--- src/rtl/core/nch_pkg.sv ---
// Shared types and constants of the nibble channel histogram.
// No dependencies; every module of the block refers to it by scoped names.
package nch_pkg;

  // Sizing
  localparam int unsigned NUM_CHANNELS     = 64;
  localparam int unsigned BINS_PER_CHANNEL = 16;
  localparam int unsigned COUNT_WIDTH      = 32;
  localparam int unsigned OUT_W            = 32;
  localparam int unsigned NIBBLE_W         = 4;
  localparam int unsigned BIN_W            = $clog2(BINS_PER_CHANNEL);
  localparam int unsigned ROW_W            = (NUM_CHANNELS > 1) ? $clog2(NUM_CHANNELS) : 1;
  // Up to four nibbles may land in one bin per transaction
  localparam int unsigned INC_W            = 3;
  localparam int unsigned QUEUE_DEPTH      = 2;
  localparam int unsigned QPTR_W           = $clog2(QUEUE_DEPTH);

  // Field widths of the ports
  localparam int unsigned OPCODE_W  = 2;
  localparam int unsigned CHANNEL_W = 6;
  localparam int unsigned BYTE_W    = 8;
  localparam int unsigned POL_W     = 2;

  // Opcodes
  localparam logic [OPCODE_W-1:0] OP_ACCUMULATE = 2'd0;
  localparam logic [OPCODE_W-1:0] OP_READ       = 2'd1;
  localparam logic [OPCODE_W-1:0] OP_READ_CLEAR = 2'd2;

  // Polarization select codes
  localparam logic [POL_W-1:0] POL_ONLY0 = 2'd0;
  localparam logic [POL_W-1:0] POL_ONLY1 = 2'd1;
  localparam logic [POL_W-1:0] POL_BOTH  = 2'd2;

  localparam logic [COUNT_WIDTH-1:0] COUNT_MAX = '1;

  typedef enum logic [1:0] {
    KIND_ACC,
    KIND_READ,
    KIND_READ_CLR
  } kind_e;

  typedef logic [BINS_PER_CHANNEL-1:0][INC_W-1:0]       inc_vec_t;
  typedef logic [BINS_PER_CHANNEL-1:0][COUNT_WIDTH-1:0] row_t;

  // One decoded transaction as it travels from front to back
  typedef struct packed {
    kind_e            kind;
    logic             chan_ok;
    logic [ROW_W-1:0] row;
    logic [BIN_W-1:0] bin;
    inc_vec_t         inc;
  } entry_t;

  // Back-end status seen by the front end
  typedef struct packed {
    logic clearing;
  } status_t;

endpackage

--- src/rtl/core/nch_queue.sv ---
// Short queue of decoded transactions between front and back end.
// Depends on nch_pkg.
module nch_queue (
  input  logic            clk_i,
  input  logic            rst_ni,
  input  logic            push_valid_i,
  output logic            push_ready_o,
  input  nch_pkg::entry_t push_entry_i,
  output logic            pop_valid_o,
  input  logic            pop_ready_i,
  output nch_pkg::entry_t pop_entry_o
);

  nch_pkg::entry_t             slot_q [nch_pkg::QUEUE_DEPTH];
  logic [nch_pkg::QPTR_W-1:0]  wr_ptr_q, wr_ptr_d, rd_ptr_q, rd_ptr_d;
  logic [nch_pkg::QPTR_W:0]    count_q, count_d;
  logic                        do_push, do_pop;

  assign push_ready_o = count_q != (nch_pkg::QPTR_W+1)'(nch_pkg::QUEUE_DEPTH);
  assign pop_valid_o  = count_q != '0;
  assign pop_entry_o  = slot_q[rd_ptr_q];
  assign do_push      = push_valid_i && push_ready_o;
  assign do_pop       = pop_valid_o && pop_ready_i;

  // Pointer and fill bookkeeping
  always_comb begin
    wr_ptr_d = wr_ptr_q;
    rd_ptr_d = rd_ptr_q;
    count_d  = count_q;
    if (do_push) begin
      wr_ptr_d = (wr_ptr_q == nch_pkg::QPTR_W'(nch_pkg::QUEUE_DEPTH - 1)) ?
                 '0 : wr_ptr_q + nch_pkg::QPTR_W'(1);
    end
    if (do_pop) begin
      rd_ptr_d = (rd_ptr_q == nch_pkg::QPTR_W'(nch_pkg::QUEUE_DEPTH - 1)) ?
                 '0 : rd_ptr_q + nch_pkg::QPTR_W'(1);
    end
    if (do_push && !do_pop) begin
      count_d = count_q + (nch_pkg::QPTR_W+1)'(1);
    end else if (!do_push && do_pop) begin
      count_d = count_q - (nch_pkg::QPTR_W+1)'(1);
    end
  end

  always_ff @(posedge clk_i or negedge rst_ni) begin
    if (!rst_ni) begin
      wr_ptr_q <= '0;
      rd_ptr_q <= '0;
      count_q  <= '0;
    end else begin
      wr_ptr_q <= wr_ptr_d;
      rd_ptr_q <= rd_ptr_d;
      count_q  <= count_d;
    end
  end

  // Storage slots
  always_ff @(posedge clk_i) begin
    if (do_push) begin
      slot_q[wr_ptr_q] <= push_entry_i;
    end
  end

endmodule

--- config.mk ---
export PLATFORM = sky130hd
export DESIGN_NAME = nch_queue
export DESIGN_NICKNAME = d
export VERILOG_FILES = /design/src/rtl/core/nch_pkg.sv /design/src/rtl/core/nch_queue.sv
export SDC_FILE = /design/constraint.sdc
export NUM_CORES = 1
export LEC_CHECK = 0
export BUFFER_PORTS_ARGS = -buffer_cell sky130_fd_sc_hd__buf_2
export CAP_MARGIN = 10
export CORE_ASPECT_RATIO = 0.8
export CORE_MARGIN = 2
export CORE_UTILIZATION = 56
export DETAILED_ROUTE_END_ITERATION = 10
export PLACE_DENSITY = 0.88
export RECOVER_POWER = 25
export SKIP_CTS_REPAIR_TIMING = 1
export SLEW_MARGIN = 20
export SYNTH_ARGS = -nofsm -noshare
export SYNTH_HDL_FRONTEND = slang
export SYNTH_SLANG_ARGS = --single-unit
export TNS_END_PERCENT = 5
--- constraint.sdc ---
create_clock -name clk_i -period 12.25 [get_ports clk_i]
set_clock_uncertainty 0.2 [all_clocks]
set_input_delay 2.45 -clock clk_i [delete_from_list [all_inputs] [get_ports clk_i]]
set_output_delay 2.45 -clock clk_i [all_outputs]
set_load 0.01 [all_outputs]
==> metrics.md <==
| Metric | Value |
|---|---|
| Critical path's top delay family | flip-flops |
| WP data required | approximately 9.6 ns |
| MaxCap Viol Count | 0 |
| Worst min-delay path class | reg2reg |
| Via count | about 2,400 |
| Drt initial violations | 64 |
| GRT Total Usage | 0.180 |
| Synth Cell Area | 4900 um2 |
| CP Capture Type | primary output |
| Hold WS | 0.295 ns |
| Tot Pwr | roughly 1.6 mW |
| FF-to-FF Start | count_q[0]$_DFFE_PN0P_ |
| DRT Pass-1 Iters | 4 |
| # DRC | 0 |
| DR vias/cell | 5.05 |
| Dpl ws | 7.84 ns |
| P&R area growth vs syn | 25.8% |
| CTS buffer count | 17 |
| Dpl hpwl | roughly 5200 um |
| Clock sinks | ~130 |
| Yosys Warn Count | 0 |
| Site Rows | 30 |
| Vias in the first global route | 2,422 |
| Fin Setup TNS | 0 ns |
| Die ar. | roughly 9500 um2 |
| Grt ovf | 0 |
| Maximum clock frequency | ~210 MHz |
| Max VDD drop | 0.000159 V |
| Antenna violations before repair | 0 |
| Max incr delay on CP | about 0.74 ns |
| Period Utilization, post-route | 0.388 |
| Die height | roughly 88 um |
| CTS Buffer Depth | 2 |
| Largest net degree at the start of global routing | 63 |
| Total Routed Length | 8230 um |
| Crit path DAT | ~2.1 ns |
| Root Driver | clkbuf_8 |
| Final GP Congestion | around 0.70 |
| # setup viols final | 0 |
| Setup CP Type | reg2out |
| Sequential share of the synthesized area | 0.769 |
| Startpoint Class | flop |
| Syn_nets | 274 |
| Tmin final | 4.75 ns |
| CP max stage cell | dfrtp_4 |
| PwrDens | between 200 and 300 nW/um2 |
| Core area | 8480 um2 |
| Diode count | 0 |
| Syn Inst Count | around 210 |
| DR WL/cell | roughly 17 um |
| First-pass GRT wire length | approximately 12,000 um |
| Leak Pwr | between 2 and 2.5 nW |
| CTS tree | yes |
| Slew headroom | 0.494 |
| Clock latency on the worst-skew pair | between 0.5 and 0.6 ns |
| Crit path from | rd_ptr_q$_DFFE_PN0P_ |
| IO Port Bufs | 127 |
| CP cell instances | buf_16 -> mux2_4 -> buf_2 |
| Critical Path Fanout Max | 38 |
| Final hold vios | 0 |
| RSZ-0062 raised after global routing | false |
| DRT antenna net count | 0 |
| Mapped Avg Cell Area | between 20 and 25 um2 |
| Worst-Margin Slew | about 0.76 ns |
| Share of cells above drive strength 1 | 0.590 |
| Clk slew on worst S/H paths | roughly 0.060 ns |
| Status | finished, final reports clean |
| Initial core utilization | 0.577 |
| HP Start | count_q[1]$_DFFE_PN0P_ |
| Synth unique cells | 15 |
| I/O pin cnt | around 130 |
| Synth Register Bits | between 100 and 150 |
| Buf/Inv on CP | 2 |
| Nets@finish | 416 |
| Htree depth | 4 |
| Min setup slack post-route | roughly 7.5 ns |
| Die X | 109 um |
| Fin. max-slew vios | 0 |
## cells in the final DEF (no fill, tap or decap)
cell        count
inv_6           3
inv_1           1
mux2_2          2
nor2_1          1
and3_2          1
ha_1            1
edfxtp_1      122
clkinv_2        2
dfrtp_4         1
buf_16          1
nand2b_1        1
xnor2_1         3
clkinv_4        5
bufinv_16       2
buf_2         116
inv_8           1
clkbuf_16      16
xor2_1          2
dfrtp_1         3
clkinv_1        1
clkbuf_1       11
nand2_1         2
clkinvlp_4      1
nor2_4          1
clkbuf_8        1
mux2_4         59
or2_1           1
buf_4           2
## Yosys cell counts
| cell | n | area share |
|---|---|---|
| mux2_2 | 2 | 0.0046 |
| nor2_1 | 2 | 0.0015 |
| nand2b_1 | 1 | 0.0013 |
| xor2_1 | 2 | 0.0036 |
| or2_1 | 1 | 0.0013 |
| and3_1 | 1 | 0.0013 |
| buf_6 | 1 | 0.0023 |
| inv_1 | 1 | 0.00077 |
| edfxtp_1 | 122 | 0.75 |
| buf_12 | 6 | 0.025 |
| nand2_1 | 2 | 0.0015 |
| xnor2_1 | 3 | 0.0054 |
| mux2_4 | 59 | 0.18 |
| ha_1 | 1 | 0.0026 |
| dfrtp_1 | 4 | 0.020 |
## area by class of cell
class / count / area [um2]
clock inverters: 15 / 163
multi-input cells: 74 / 1010
clock buffers: 17 / 414
repair buffers: 130 / 664
flip-flops and latches: 126 / 3770
inverters: 1 / 3.75
well taps: 112 / 140
fillers: 549 / 2320
## through the flow
step                       util  std cells  cell area [um2]
after floorplan               -        208             4900
after global placement    0.656        442             5570
after detailed placement  0.656        442             5570
after CTS                 0.724        474             6150
after global routing      0.726        475             6160
final                     0.726        475             6160
## logic make-up (layout without fill, tap and decap cells)
family / count (synthesis) / count (layout) / share of synthesized area
and+or+nand+nor: 7 / 7 / 0.00690
DFF: 126 / 126 / 0.769
buffers and inverters: 8 / 163 / 0.0276
xor gates and xnor gates: 5 / 5 / 0.00894
adders and majority gates: 1 / 1 / 0.00255
muxes: 61 / 61 / 0.185
## path summary, 6_finish.rpt
| kind | to | slack, ns | depth (start not counted) |
|---|---|---|---|
| worst max register to register | slot_q[0][34]$_DFFE_PP_ | 9.87 | 4 |
| min in group asynchronous | count_q[1]$_DFFE_PN0P_ | 1.56 | 1 |
| worst min register to register | count_q[1]$_DFFE_PN0P_ | 0.30 | 1 |
| max in group asynchronous | rd_ptr_q$_DFFE_PN0P_ | 10.08 | 1 |
| worst min-delay path | count_q[1]$_DFFE_PN0P_ | 0.30 | 1 |
| worst max-delay path | pop_entry_o[51] | 7.50 | 3 |
## flip-flops by register name (all words and copies together), names as in the netlist
register,count
slot_q,122
count_q,2
rd_ptr_q,1
wr_ptr_q,1
## report_power, final
| part | switching [mW] | total [mW] | internal [mW] |
|---|---|---|---|
| sequential | 0.0511 | 0.643 | 0.592 |
| clock | 0.185 | 0.477 | 0.292 |
| combinational | 0.212 | 0.452 | 0.240 |
## worst reg2reg max path: stages, from the launching register on
cell and delay [ns]:
dfrtp_1 0.41, nand2b_1 0.16, nand2_1 0.14, nor2_4 0.48
buf_4 0.58
## metal layers
metal,up-vias,GRT usage,routed length [um]
met3,9,0.0804,752
met1,1176,0.217,3340
li1,1113,-,-
met5,-,0,0
met2,100,0.289,4060
met4,0,0.0734,70
Note: power is estimated with default switching activity, not from simulation.
