`config.mk`:
```
export PLATFORM = sky130hd
export DESIGN_NAME = nch_front
export DESIGN_NICKNAME = d
export VERILOG_FILES = /design/src/rtl/core/nch_pkg.sv /design/src/rtl/core/nch_front.sv
export SDC_FILE = /design/constraint.sdc
export NUM_CORES = 1
export LEC_CHECK = 0
export ABC_AREA = 1
export ABC_CLOCK_PERIOD_IN_PS = 4700
export BUFFER_PORTS_ARGS = -buffer_cell sky130_fd_sc_hd__buf_2
export CELL_PAD_IN_SITES_DETAIL_PLACEMENT = 0
export CELL_PAD_IN_SITES_GLOBAL_PLACEMENT = 1
export CORE_MARGIN = 2
export CORE_UTILIZATION = 33
export CTS_CLUSTER_DIAMETER = 200
export DETAILED_ROUTE_END_ITERATION = 6
export PLACE_DENSITY_LB_ADDON = 0.1
export SLEW_MARGIN = 20
export SYNTH_ARGS = -nofsm -noshare
export SYNTH_HDL_FRONTEND = slang
export SYNTH_SLANG_ARGS = --single-unit
```
`constraint.sdc`:
```
create_clock -name clk_i -period 4.7 [get_ports clk_i]
set_clock_uncertainty 0.1 [all_clocks]
set_input_delay 1.41 -clock clk_i [delete_from_list [all_inputs] [get_ports clk_i]]
set_output_delay 1.41 -clock clk_i [all_outputs]
set_load 0.1 [all_outputs]
```
`src/rtl/core/nch_pkg.sv`:
```
// Shared types and constants of the nibble channel histogram.
// No dependencies; every module of the block refers to it by scoped names.
package nch_pkg;

  // Sizing
  localparam int unsigned NUM_CHANNELS     = 64;
  localparam int unsigned BINS_PER_CHANNEL = 16;
  localparam int unsigned COUNT_WIDTH      = 32;
  localparam int unsigned OUT_W            = 32;
  localparam int unsigned NIBBLE_W         = 4;
  localparam int unsigned BIN_W            = $clog2(BINS_PER_CHANNEL);
  localparam int unsigned ROW_W            = (NUM_CHANNELS > 1) ? $clog2(NUM_CHANNELS) : 1;
  // Up to four nibbles may land in one bin per transaction
  localparam int unsigned INC_W            = 3;
  localparam int unsigned QUEUE_DEPTH      = 2;
  localparam int unsigned QPTR_W           = $clog2(QUEUE_DEPTH);

  // Field widths of the ports
  localparam int unsigned OPCODE_W  = 2;
  localparam int unsigned CHANNEL_W = 6;
  localparam int unsigned BYTE_W    = 8;
  localparam int unsigned POL_W     = 2;

  // Opcodes
  localparam logic [OPCODE_W-1:0] OP_ACCUMULATE = 2'd0;
  localparam logic [OPCODE_W-1:0] OP_READ       = 2'd1;
  localparam logic [OPCODE_W-1:0] OP_READ_CLEAR = 2'd2;

  // Polarization select codes
  localparam logic [POL_W-1:0] POL_ONLY0 = 2'd0;
  localparam logic [POL_W-1:0] POL_ONLY1 = 2'd1;
  localparam logic [POL_W-1:0] POL_BOTH  = 2'd2;

  localparam logic [COUNT_WIDTH-1:0] COUNT_MAX = '1;

  typedef enum logic [1:0] {
    KIND_ACC,
    KIND_READ,
    KIND_READ_CLR
  } kind_e;

  typedef logic [BINS_PER_CHANNEL-1:0][INC_W-1:0]       inc_vec_t;
  typedef logic [BINS_PER_CHANNEL-1:0][COUNT_WIDTH-1:0] row_t;

  // One decoded transaction as it travels from front to back
  typedef struct packed {
    kind_e            kind;
    logic             chan_ok;
    logic [ROW_W-1:0] row;
    logic [BIN_W-1:0] bin;
    inc_vec_t         inc;
  } entry_t;

  // Back-end status seen by the front end
  typedef struct packed {
    logic clearing;
  } status_t;

endpackage

```
`src/rtl/core/nch_front.sv`:
```
// Front end: holds pol_select, accepts transactions and decodes them into
// per-bin increments or read requests. Depends on nch_pkg.
module nch_front (
  input  logic                               clk_i,
  input  logic                               rst_ni,
  input  logic                               cfg_we_i,
  input  logic [nch_pkg::POL_W-1:0]          cfg_wdata_i,
  input  logic                               in_valid_i,
  output logic                               in_ready_o,
  input  logic [nch_pkg::OPCODE_W-1:0]       opcode_i,
  input  logic [nch_pkg::CHANNEL_W-1:0]      channel_i,
  input  logic [nch_pkg::BIN_W-1:0]          bin_index_i,
  input  logic [nch_pkg::BYTE_W-1:0]         pol0_byte_i,
  input  logic [nch_pkg::BYTE_W-1:0]         pol1_byte_i,
  input  nch_pkg::status_t                   status_i,
  input  logic                               push_ready_i,
  output logic                               push_valid_o,
  output nch_pkg::entry_t                    push_entry_o
);

  logic [nch_pkg::POL_W-1:0] pol_select_q, pol_select_d;

  // Configuration register
  always_comb begin
    pol_select_d = pol_select_q;
    if (cfg_we_i) begin
      pol_select_d = cfg_wdata_i;
    end
  end

  always_ff @(posedge clk_i or negedge rst_ni) begin
    if (!rst_ni) begin
      pol_select_q <= nch_pkg::POL_BOTH;
    end else begin
      pol_select_q <= pol_select_d;
    end
  end

  // Hold off while the counters are being cleared or the queue is full
  assign in_ready_o = push_ready_i && !status_i.clearing;

  // Per-bin increment count from the selected nibbles
  logic [3:0]                       nib_en;
  logic [3:0][nch_pkg::NIBBLE_W-1:0] nib;
  nch_pkg::inc_vec_t                inc;

  always_comb begin
    nib[0] = pol0_byte_i[7:4];
    nib[1] = pol0_byte_i[3:0];
    nib[2] = pol1_byte_i[7:4];
    nib[3] = pol1_byte_i[3:0];
    nib_en[0] = (pol_select_q == nch_pkg::POL_ONLY0) || (pol_select_q == nch_pkg::POL_BOTH);
    nib_en[1] = nib_en[0];
    nib_en[2] = (pol_select_q == nch_pkg::POL_ONLY1) || (pol_select_q == nch_pkg::POL_BOTH);
    nib_en[3] = nib_en[2];
    for (int b = 0; b < nch_pkg::BINS_PER_CHANNEL; b++) begin
      inc[b] = '0;
      for (int k = 0; k < 4; k++) begin
        if (nib_en[k] && (nib[k] == nch_pkg::NIBBLE_W'(b))) begin
          inc[b] = inc[b] + nch_pkg::INC_W'(1);
        end
      end
    end
  end

  // Decode; unused opcode is consumed without a queue entry
  always_comb begin
    push_entry_o.chan_ok = 32'(channel_i) < nch_pkg::NUM_CHANNELS;
    push_entry_o.row     = nch_pkg::ROW_W'(channel_i);
    push_entry_o.bin     = bin_index_i;
    push_entry_o.inc     = inc;
    push_entry_o.kind    = nch_pkg::KIND_ACC;
    push_valid_o         = 1'b0;
    case (opcode_i)
      nch_pkg::OP_ACCUMULATE: begin
        push_entry_o.kind = nch_pkg::KIND_ACC;
        push_valid_o      = in_valid_i && in_ready_o;
      end
      nch_pkg::OP_READ: begin
        push_entry_o.kind = nch_pkg::KIND_READ;
        push_valid_o      = in_valid_i && in_ready_o;
      end
      nch_pkg::OP_READ_CLEAR: begin
        push_entry_o.kind = nch_pkg::KIND_READ_CLR;
        push_valid_o      = in_valid_i && in_ready_o;
      end
      default: begin
        push_valid_o = 1'b0;
      end
    endcase
  end

endmodule

```
==> impl_results.md <==
* Asr flop ratio synth at 100%
* Num CTS Buffers at 3
* Area share of the largest cell type after synthesis at between 30% and 40%
* DP Area at 0.00449 mm2
* Biggest register: pol_select_q
* Top area cells in the synthesized netlist: nand2_1, ha_1, inv_1
* Die span in y at 97.4 um
* Synth Cell Area at 0.00288 mm2
* Fin crit period at ~4.6 ns
* DP HPWL at 7.42 mm
* Most frequent cells in the layout: nand2_1, inv_1, nand2_2
* Top_reg_cell synth: dfstp_2
* H-tree Lvls at 1
* Register area at 51.3 um2
* CP Capture Type: output pin
* Initial core utilization at 33.5%
* Peak VDD IR at 0.106 mV
* Largest net degree at the start of global routing at 11
* Sequential area share after synthesis at 1.78%
* Max Slew Vio Count at 0
* DR WL met3 at 334 um
* Worst r2r path cells at 2
* Congestion Overflow GR at 0
* Synth warn at 0
* Highest Signal Layer: met4
* Worst Path Required at 3.19 ns
* Antenna violations before repair at 0
* Max reg flops at 2
* Area of the die at about 0.0095 mm2
* Net count after synthesis at 656
* Post-synth EDFFs at 0
* Top Ports at 99
* Core Area at 0.00859 mm2
* Area taken by multi-input logic gates at around 0.003 mm2
* Fmax at 215 MHz
* Clock Pin Slew Worst Setup and Hold Paths at 0.03 ns
* Diodes inserted at 0
* Hold path depth at 2
* First-pass GRT wire length at 14.6 mm
* DRC Markers at 0
* Syn Area/Cell at 5.05 um2
* RSZ-0062 raised after global routing: true
* Fillers at ~830
* Vias per cell at 4.57
* Layout cell share with drive strength beyond 1 at 44.3%
* Synth area leader: nand2_1
* Drt pass-1 iters at 4
* CTS tree: done
* Initial DRC count at 123
* Num rows at 34
* Final Cycle Share at a little over nine tenths
* Final Hold Violating Endpoints at 0
* Status: completed
* Gp weighted congestion at 0.863
* Routed wl met2 at between 4 and 5 mm
* Metal-1 WL at 4.10 mm
* Pleak at about 2.6 nW
* Max-cap viol count at 0
* Hold Crit Class: flip-flop to flip-flop
* Critical path type: input pin to output pin
* Slowest cell on crit path: ha_4
* Total GRT Usage at a little under a fifth
* Worst-path fanout max at 4
* Final Setup Violations at 0
* Arrival time worst endpoint at 3.14 ns
* Most common cell after layout, fill and taps aside: nand2_1
* Registers with the most flip-flops: pol_select_q x2
* Nets at 766
* Critical path cell sequence: buf_4 -> inv_6 -> nor3_2 -> buf_4 -> nand2_1 -> inv_2 -> ha_4 -> inv_2 -> nand2_2 -> nand2_2 -> inv_1 -> ha_1 -> nand2_1 -> nor2_2 -> nor2_4 -> buf_12
* Yosys reg bits at 2
* Area grow syn2layout at 79.7%
* P per Cell Area at 96.5 mW/mm2
* Synth unique cells at 24
* Critical path's largest stage delay at 0.20 ns
* DIE WIDTH at 97.4 um
* Count of clock tree sinks at 2
* Root buffer cell: clkbuf_8
* WL per Instance at approximately 12 um
* Max Root-Sink Buffers at 2
* Post-route cell area at 0.00518 mm2
* PortBufs at 77
* Clk Latency, worst-skew pair at ~0.21 ns
* Vias in the first global route at around 3300
* Vias post-DR at 3599
* Worst hold margin at 0.399 ns
* CP startpoint kind: input pin
* Number of routed nets with antenna violations at 0
* Drt total wl at 9.10 mm
* Gate Count Post-Synth at 570
==> routing by layer <==
layer,global-route usage (%),vias to the layer above
li1,-,1912
met1,24.1,1618
met2,33.3,63
met3,1.37,6
met4,1.92,0
met5,0,-
==> cells in the mapped netlist (4+ instances only) <==
master   instances
buf_4           11
and2_1           4
o21ai_2          7
ha_1            50
nor3_1           8
nand2_1        235
inv_1          119
nor2_1          67
nand3_1         42
xnor2_1          4
o21ai_0          4
==> cell type report <==
type | instances | area share [%]
Multi-Input combinational cell | 437 | 58.2
Timing Repair Buffer | 117 | 28.2
Tap cell | 108 | 2.61
Clock buffer | 4 | 0.870
Sequential cell | 2 | 0.991
Inverter | 119 | 9.14
==> metrics by stage <==
| step | worst slack [ns] | util (%) | setup TNS [ns] | power [mW] | std cells |
|---|---|---|---|---|---|
| 2_1_floorplan | -0.0675 | - | -0.0675 | 0.285 | 570 |
| 6_report | 0.0549 | 60.2 | 0 | 0.500 | 787 |
| 3_5_place_dp | -0.105 | 52.2 | -0.493 | 0.376 | 776 |
| 4_1_cts | 0.00110 | 53.8 | 0 | 0.460 | 781 |
| 5_1_grt | -0.0344 | 60.2 | -0.114 | 0.531 | 787 |
| 3_3_place_gp | -0.0811 | 52.2 | -0.176 | 0.372 | 776 |
==> path summary, 6_finish.rpt <==
path	start	slack, ns	to
worst min register to register	pol_select_q[1]$_DFFE_PN1P_	0.40	pol_select_q[1]$_DFFE_PN1P_
worst max register to register	pol_select_q[1]$_DFFE_PN1P_	3.82	pol_select_q[1]$_DFFE_PN1P_
min in group asynchronous	rst_ni	0.87	pol_select_q[0]$_DFFE_PN0P_
max in group asynchronous	rst_ni	3.43	pol_select_q[1]$_DFFE_PN1P_
worst min-delay path	pol_select_q[1]$_DFFE_PN1P_	0.40	pol_select_q[1]$_DFFE_PN1P_
worst max-delay path	pol0_byte_i[3]	0.05	push_entry_o[32]
==> where the power goes <==
part / switching [mW] / leakage [nW] / internal, mW / total (mW)
logic: 0.269 / 2.59 / 0.137 / 0.406
clock network: 0.0158 / 0.0228 / 0.0577 / 0.0735
registers: 0.000587 / 0.0226 / 0.0195 / 0.0200
==> what timing repair did <==
item / 4_1_cts / 5_1_grt
endpoints found under the hold margin: 0 / 0
resized for setup: 24 / 155
hold buffers: 0 / 0
endpoints found under the setup margin: 17 / 31
setup buffers: 1 / 7
pin swaps: 4 / 56
==> cell families after synthesis <==
logic type / count (synthesis) / share of synthesized area (%)
buf+inv: 131 / 18.8
other cells: 1 / 0.130
fa+ha+maj: 50 / 21.7
flops: 2 / 1.78
compound gates: 16 / 3.87
simple gates: 364 / 51.9
xor+xnor: 6 / 1.82
==> critical path: cells and delay by family <==
kind,cells,cell delay [ns]
buffers and inverters,7,0.67
AND/OR/NAND/NOR,7,0.66
adder cells (fa/ha/maj),2,0.36
(Power assumes the default switching activity.)
